<file path="src/hdl/oets_pkg.sv">
// shared types, constants and helpers for the odd-even transposition sorter
`default_nettype none

package oets_pkg;

	localparam int ENTRIES    = 64;
	localparam int DATA_WIDTH = 32;
	localparam int IO_WIDTH   = 32;
	localparam int CNT_W      = $clog2(ENTRIES + 1);

	typedef logic signed [DATA_WIDTH-1:0] data_t;
	typedef logic signed [IO_WIDTH-1:0]   io_word_t;
	typedef logic [CNT_W-1:0]             count_t;

	typedef enum logic [1:0] {
		OP_HOLD,
		OP_LOAD,
		OP_SORT,
		OP_UNLOAD
	} cell_op_t;

	typedef enum logic [1:0] {
		ST_LOAD,
		ST_SORT,
		ST_UNLOAD
	} sort_state_t;

	typedef struct packed {
		cell_op_t op;
		logic     pair_en;
	} cell_cmd_t;

	// wrap an input word to the storage width, two's complement
	function automatic data_t to_store(input io_word_t w);
		logic signed [63:0] ext;
		begin
			ext = 64'(w);
			return ext[DATA_WIDTH-1:0];
		end
	endfunction

	// sign-extend a stored element back to the port width
	function automatic io_word_t to_port(input data_t d);
		logic signed [63:0] ext;
		begin
			ext = 64'(d);
			return ext[IO_WIDTH-1:0];
		end
	endfunction

endpackage

`default_nettype wire

</file>
<file path="src/hdl/oets_cell.sv">
// one element cell of the sorting chain with its compare-exchange logic
`default_nettype none

module oets_cell (
	input  wire                    clk,
	input  oets_pkg::cell_cmd_t    cmd,
	input  oets_pkg::data_t        left_val,
	input  oets_pkg::data_t        right_val,
	input  wire                    swap_in,
	output logic                   swap_out,
	output oets_pkg::data_t        value
);
	import oets_pkg::*;

	data_t value_q;

	// pair with the right neighbor swaps when this element is larger
	assign swap_out = cmd.pair_en && (value_q > right_val);
	assign value    = value_q;

	always_ff @(posedge clk) begin
		case (cmd.op)
			OP_LOAD: begin
				value_q <= left_val;
			end
			OP_SORT: begin
				if (swap_out) begin
					value_q <= right_val;
				end else if (swap_in) begin
					value_q <= left_val;
				end
			end
			OP_UNLOAD: begin
				value_q <= right_val;
			end
			default: begin
				value_q <= value_q;
			end
		endcase
	end

endmodule

`default_nettype wire

</file>
<file path="config.mk">
export PLATFORM = sky130hd
export DESIGN_NAME = oets_cell
export DESIGN_NICKNAME = d
export VERILOG_FILES = /design/src/hdl/oets_pkg.sv /design/src/hdl/oets_cell.sv
export SDC_FILE = /design/constraint.sdc
export NUM_CORES = 1
export LEC_CHECK = 0
export BUFFER_PORTS_ARGS = -buffer_cell sky130_fd_sc_hd__buf_4
export CAP_MARGIN = 20
export CORE_MARGIN = 2
export CORE_UTILIZATION = 44
export DETAILED_ROUTE_END_ITERATION = 8
export PLACE_DENSITY = 0.89
export SYNTH_ARGS = -nofsm -noshare
export SYNTH_HDL_FRONTEND = slang
export SYNTH_SLANG_ARGS = --single-unit
</file>
<file path="constraint.sdc">
create_clock -name clk -period 4.85 [get_ports clk]
set_clock_uncertainty 0.15 [all_clocks]
set_input_delay 0.2425 -clock clk [delete_from_list [all_inputs] [get_ports clk]]
set_output_delay 0.2425 -clock clk [all_outputs]
set_load 0.1 [all_outputs]
</file>
==> impl_metrics.env, run 1 <==
export IMPL_status="completed"
export IMPL_timing_final_max_slew_violations=0
export IMPL_relSlewSlack=0.350
export IMPL_worst_ep_arrival_time_ns=3.47
export IMPL_dp_cells=363
export IMPL_drt_pass1_iter_count=4
export IMPL_worstHoldStart="left_val[31]"
export IMPL_io_pins=102
export IMPL_yosys_warnings=0
export IMPL_die_x_um=77.4
export IMPL_fin_crit_ns=3.64
export IMPL_fmax_mhz=274
export IMPL_cp_slowest_cell="o31ai_4"
export IMPL_dieHeight_um=77.4
export IMPL_start_kind="flip-flop"
export IMPL_drt_iter0_drc=134
export IMPL_fillers=432
export IMPL_wl_per_cell_um=15.0
export IMPL_worstMarginPinSlew_ns=0.975
export IMPL_cts_clk_slew_worst_paths_ns=0.07
export IMPL_antenna_found_initial=0
export IMPL_drive_gt1_frac=0.495
export IMPL_synth_nets=294
export IMPL_seqCellArea_um2=961
export IMPL_cts_tree="done"
export IMPL_yosysMostFrequentCell="inv_1"
export IMPL_p_leak_nw=1.63
export IMPL_largest_reg_flops=32
export IMPL_synth_seq_area_share=0.405
export IMPL_synth_edf_count=32
export IMPL_clock_sinks=32
export IMPL_crit_start="value[31]$_DFFE_PP_"
export IMPL_rsz0062_at_grt="no"
export IMPL_synth_top_cell_by_area="edfxtp_1"
export IMPL_ir_drop_mv=0.193
export IMPL_multi_input_area_um2=1260
export IMPL_synth_area_leaders="edfxtp_1 (41%), mux2_4 (19%), ha_1 (17%), inv_1 (5.4%), a21oi_1 (2.7%)"
export IMPL_cp_end_kind="flip-flop"
export IMPL_overflow=0
export IMPL_ctsResizeCount=0
export IMPL_fin_crit_sh=0.752
export IMPL_power_density_nw_per_um2=357
export IMPL_start_util=0.461
export IMPL_row_count=26
export IMPL_hpwl_um=4520
export IMPL_worst_path_max_fanout=19
export IMPL_fin_area_um2=3290
export IMPL_syn_instance_count=193
export IMPL_synth_seq_cells=32
export IMPL_die_area_um2=5990
export IMPL_clkLatencyLatePin_ns=0.28
export IMPL_final_setup_worst_slack_ns=1.21
export IMPL_grt_max_degree=33
export IMPL_cts_hold_buf=0
export IMPL_synth_area_um2=2370
export IMPL_maxCapViolCount=0
export IMPL_grt_pass1_vias=1959
export IMPL_final_cell_count_no_fill=371
export IMPL_portBuffers=101
export IMPL_critical_path_cell_chain="ha_1 -> nand4_2 -> or4_4 -> a31oi_1 -> nor2_1 -> xnor2_1 -> o31ai_4 -> buf_4"
export IMPL_critical_path_class="reg2reg"
export IMPL_htreeDepth=2
export IMPL_netlist_top_cells_count="inv_1 (34), edfxtp_1 (32), ha_1 (32)"
export IMPL_postSynth_asyncResetShare=0
export IMPL_core_area_um2=5140
export IMPL_fin_tns_setup_ns=0
export IMPL_synth_cell_type_count=31
export IMPL_drc=0
export IMPL_placed_area_um2=3210
export IMPL_fin_nets=401
export IMPL_critPathMaxStageDelay_ns=0.80
export IMPL_clockRootBuffer="clkbuf_8"
export IMPL_netlist_area_leader_share=0.405
export IMPL_finalHoldViolCount=0
export IMPL_setup_violations=0
export IMPL_grt_pass1_wl_um=9080
export IMPL_post_cts_setup_buffers=0
export IMPL_reg2reg_from="value[31]$_DFFE_PP_"
export IMPL_vias_per_cell=4.99
export IMPL_vias=1853
export IMPL_cts_buffers=5
export IMPL_place_congestion=0.719
export IMPL_pre_cts_ws_ns=1.23
export IMPL_grtUsageTotal=0.192
export IMPL_synth_ff_type="edfxtp_1"
export IMPL_critPathRequiredTime_ns=4.67
export IMPL_syn_area_per_cell_um2=12.3
export IMPL_min_path_type="in2reg"
export IMPL_ant_nets=0
export IMPL_clockBufferDepth=2
export IMPL_wl_um=5550
export IMPL_antenna_cells=0
export IMPL_area_delta_synth_final_pct=38.8
kinds of logic after synthesis:
logic type | share of synthesized area
flops | 0.405
simple gates | 0.0792
mux | 0.199
compound gates | 0.0755
fa+ha+maj | 0.169
buf+inv | 0.0681
xor+xnor | 0.00369
worst paths after layout:
path / to / slack [ns] / cells past startpoint
worst max-delay path: value[0]$_DFFE_PP_ / 1.21 / 8
worst min-delay path: value[31]$_DFFE_PP_ / 0.11 / 2
worst max register to register: value[0]$_DFFE_PP_ / 1.21 / 8
worst min register to register: value[27]$_DFFE_PP_ / 1.11 / 3
layout make-up:
type | instances | area share
Multi-Input combinational cell | 124 | 0.384
Sequential cell | 32 | 0.292
Timing Repair Buffer | 103 | 0.235
Inverter | 34 | 0.0388
Tap cell | 70 | 0.0266
Clock buffer | 7 | 0.0232
Clock inverter | 1 | 0.00114
power breakdown:
group          total, W  internal (W)  switching, W
registers      0.000377      0.000355     0.0000220
logic          0.000604      0.000189      0.000415
clock network  0.000193     0.0000998     0.0000937
total           0.00117      0.000644      0.000530
metrics by stage:
stage               utilization  power [W]  hold WS, ns
floorplan                     -   0.000837        0.310
global placement          0.625   0.000973        0.393
detailed placement        0.625   0.000988        0.396
CTS                       0.640    0.00118        0.102
global route              0.640    0.00123        0.103
finish                    0.640    0.00117        0.110
layout by cell type (no fill, tap or decap), types with 2 or more instances in the layout:
cell type  instances
or4_4              2
nand2_1            8
mux2_2             2
nand3_1            2
edfxtp_1          32
nor2_1             5
nand4_1            7
o21ai_0            4
o211ai_1           2
clkbuf_1           2
mux2_4            30
clkbuf_8           5
buf_4            103
inv_1             34
a21oi_1           13
ha_1              32
per-layer routing:
metal,share of wire,global-route usage,vias up
met3,0.058,0.0488,6
met5,0,0,-
met2,0.51,0.340,62
met1,0.42,0.232,861
li1,-,-,924
met4,0.011,0.0500,0
worst max-delay path: cells and delay by family, from the launching register on:
kind	cells	cell delay, ns
AND/OR/NAND/NOR	3	0.83
adder cells (fa/ha/maj)	1	0.40
AO/OA/AOI/OAI	2	1.02
flip-flops	1	0.40
XOR/XNOR	1	0.18
buffers and inverters	1	0.34
No activity file was read; power rests on OpenSTA's default activity.
==> run 2, diff against run 1 <==
==> constraint.sdc (replaced) <==
create_clock -name clk -period 3.27 [get_ports clk]
set_clock_uncertainty 0.15 [all_clocks]
set_input_delay 0.1635 -clock clk [delete_from_list [all_inputs] [get_ports clk]]
set_output_delay 0.1635 -clock clk [all_outputs]
set_load 0.1 [all_outputs]
==> run 2 against run 1 <==
  * Critical path depth up 1
  * Cell area up 2.9%
  * Register-to-register slack worse by 1.0 ns
  * Sequential share of layout area down 0.81 points
  * Clock power up 51%
  * Utilization up 1.8 points
  * Sequential power up 50%
  * Setup slack worse by 1.0 ns
  * Die area unchanged
  * Count of clock-buffer cells in the layout unchanged
==> impl_metrics.env, run 2 (synthesis results as in run 1) <==
export IMPL_maxCapViolCount=0
export IMPL_finalHoldViolCount=0
export IMPL_drc=0
export IMPL_fin_crit_sh=0.946
export IMPL_row_count=26
export IMPL_fin_area_um2=3390
export IMPL_r2r_slack_ns=0.18
export IMPL_critical_path_cell_chain="ha_1 -> nand4_1 -> or4_4 -> o21ai_2 -> nor2_2 -> a22oi_2 -> nand3_4 -> buf_12 -> mux2_4"
export IMPL_antenna_found_initial=0
export IMPL_vias_per_cell=4.86
export IMPL_ant_nets=0
export IMPL_rsz0062_at_grt="no"
export IMPL_pre_cts_ws_ns=0.178
export IMPL_clkLatencyLatePin_ns=0.28
export IMPL_fmax_mhz=323
export IMPL_total_power_w=0.00177
export IMPL_setup_violations=0
export IMPL_switching_share=0.449
export IMPL_post_cts_setup_buffers=0
export IMPL_critPathRequiredTime_ns=3.16
export IMPL_drt_pass1_iter_count=4
export IMPL_placed_area_um2=3310
export IMPL_power_switching_w=0.000793
export IMPL_worstHoldStart="left_val[6]"
export IMPL_p_int_w=0.000973
export IMPL_timing_final_max_slew_violations=0
export IMPL_start_util=0.461
export IMPL_critPathMaxStageDelay_ns=0.51
export IMPL_power_density_nw_per_um2=521
export IMPL_die_area_um2=5990
export IMPL_clockRootBuffer="clkbuf_8"
export IMPL_relSlewSlack=0.807
export IMPL_hold_slack_ns=0.0257
export IMPL_cts_tree="done"
export IMPL_dieHeight_um=77.4
export IMPL_core_area_um2=5140
export IMPL_layout_commonest_cell="buf_4"
export IMPL_drt_iter0_drc=59
export IMPL_fillers=429
export IMPL_cts_clk_slew_worst_paths_ns=0.06
export IMPL_portBuffers=101
export IMPL_place_congestion=0.728
export IMPL_grt_max_degree=33
export IMPL_grtUsageTotal=0.179
export IMPL_clkPwrFrac=0.165
export IMPL_p_comb_frac=0.515
export IMPL_hold_depth=2
export IMPL_fin_crit_ns=3.09
export IMPL_cp_slowest_cell="or4_4"
export IMPL_most_common_layout_cells="buf_4 (101), inv_1 (34), edfxtp_1 (32), mux2_4 (30), ha_1 (28)"
export IMPL_die_x_um=77.4
export IMPL_reg2regPathDepth=9
export IMPL_p_seq_frac=0.319
export IMPL_worst_ep_arrival_time_ns=2.98
export IMPL_antenna_cells=0
export IMPL_cts_buffers=5
export IMPL_clock_sinks=32
export IMPL_area_delta_synth_final_pct=42.8
export IMPL_p_leak_nw=1.64
export IMPL_grt_pass1_wl_um=8380
export IMPL_final_setup_worst_slack_ns=0.178
export IMPL_vias=1802
export IMPL_worstMarginPinSlew_ns=0.289
export IMPL_cts_hold_buf=0
export IMPL_min_path_type="in2reg"
export IMPL_fin_nets=401
export IMPL_r2r_end="value[7]$_DFFE_PP_"
export IMPL_wl_per_cell_um=14.3
export IMPL_wl_um=5300
export IMPL_clockBufferDepth=2
export IMPL_io_pins=102
export IMPL_start_kind="flip-flop"
export IMPL_worst_path_max_fanout=32
export IMPL_cp_end_kind="flip-flop"
export IMPL_ir_drop_mv=0.285
export IMPL_min_to="value[6]$_DFFE_PP_"
export IMPL_overflow=0
export IMPL_reg2reg_from="value[11]$_DFFE_PP_"
export IMPL_drive_gt1_frac=0.515
export IMPL_grt_pass1_vias=1853
export IMPL_ctsResizeCount=0
export IMPL_hpwl_um=4250
export IMPL_largest_reg_flops=32
export IMPL_status="completed"
export IMPL_htreeDepth=2
export IMPL_critical_path_class="reg2reg"
export IMPL_crit_start="value[11]$_DFFE_PP_"
run 2: cell counts in the layout (fill, tap and decap cells not counted):
Identical to the previous run, type by type.
run 2: cell type report:
cell class                      instances  area (um2)  share of cell area
Multi-Input combinational cell        124        1330               0.393
Inverter                               34         128              0.0377
Sequential cell                        32         961               0.284
Clock inverter                          1        3.75             0.00111
Timing Repair Buffer                  103         798               0.236
Clock buffer                            7        76.3              0.0225
Tap cell                               70        87.6              0.0259
run 2: power by group through the flow:
stage | Sequential (W) | Clock, W | Combinational [W]
6_report | 0.000564 | 0.000292 | 0.000909
5_1_grt | 0.000571 | 0.000310 | 0.000957
4_1_cts | 0.000565 | 0.000300 | 0.000917
3_5_place_dp | 0.000573 | 0 | 0.000914
3_3_place_gp | 0.000569 | 0 | 0.000900
2_1_floorplan | 0.000959 | 0 | 0.000308
run 2: through the flow:
step,utilization,setup TNS [ns],cells
3_5_place_dp,0.643,0,363
6_report,0.659,0,371
5_1_grt,0.659,0,371
4_1_cts,0.659,0,371
3_3_place_gp,0.643,0,363
2_1_floorplan,-,-24.78,193
run 2: worst max-delay path by stage:
| stage | endpoint | slack [ns] | cells after the start |
|---|---|---|---|
| floorplan | value[0]$_DFFE_PP_ | -0.59 | 7 |
| global placement | value[27]$_DFFE_PP_ | 0.23 | 9 |
| detailed placement | value[28]$_DFFE_PP_ | 0.18 | 9 |
| CTS | value[28]$_DFFE_PP_ | 0.17 | 9 |
| global route | value[27]$_DFFE_PP_ | 0.009 | 9 |
| finish | value[7]$_DFFE_PP_ | 0.18 | 9 |
run 2: worst max-delay path, delay by kind of cell, from the launching register on:
| kind | cells | cell delay [ns] |
|---|---|---|
| compound gates | 2 | 0.50 |
| fa+ha+maj | 1 | 0.35 |
| buf+inv | 1 | 0.18 |
| flops | 1 | 0.41 |
| mux | 1 | 0.33 |
| simple gates | 4 | 0.88 |
run 2: metal layers:
metal	wire length, um	GRT usage	up-vias
li1	-	-	921
met1	2150	0.205	809
met2	2730	0.318	65
met3	334	0.0512	7
met4	80	0.0607	0
met5	0	0	-
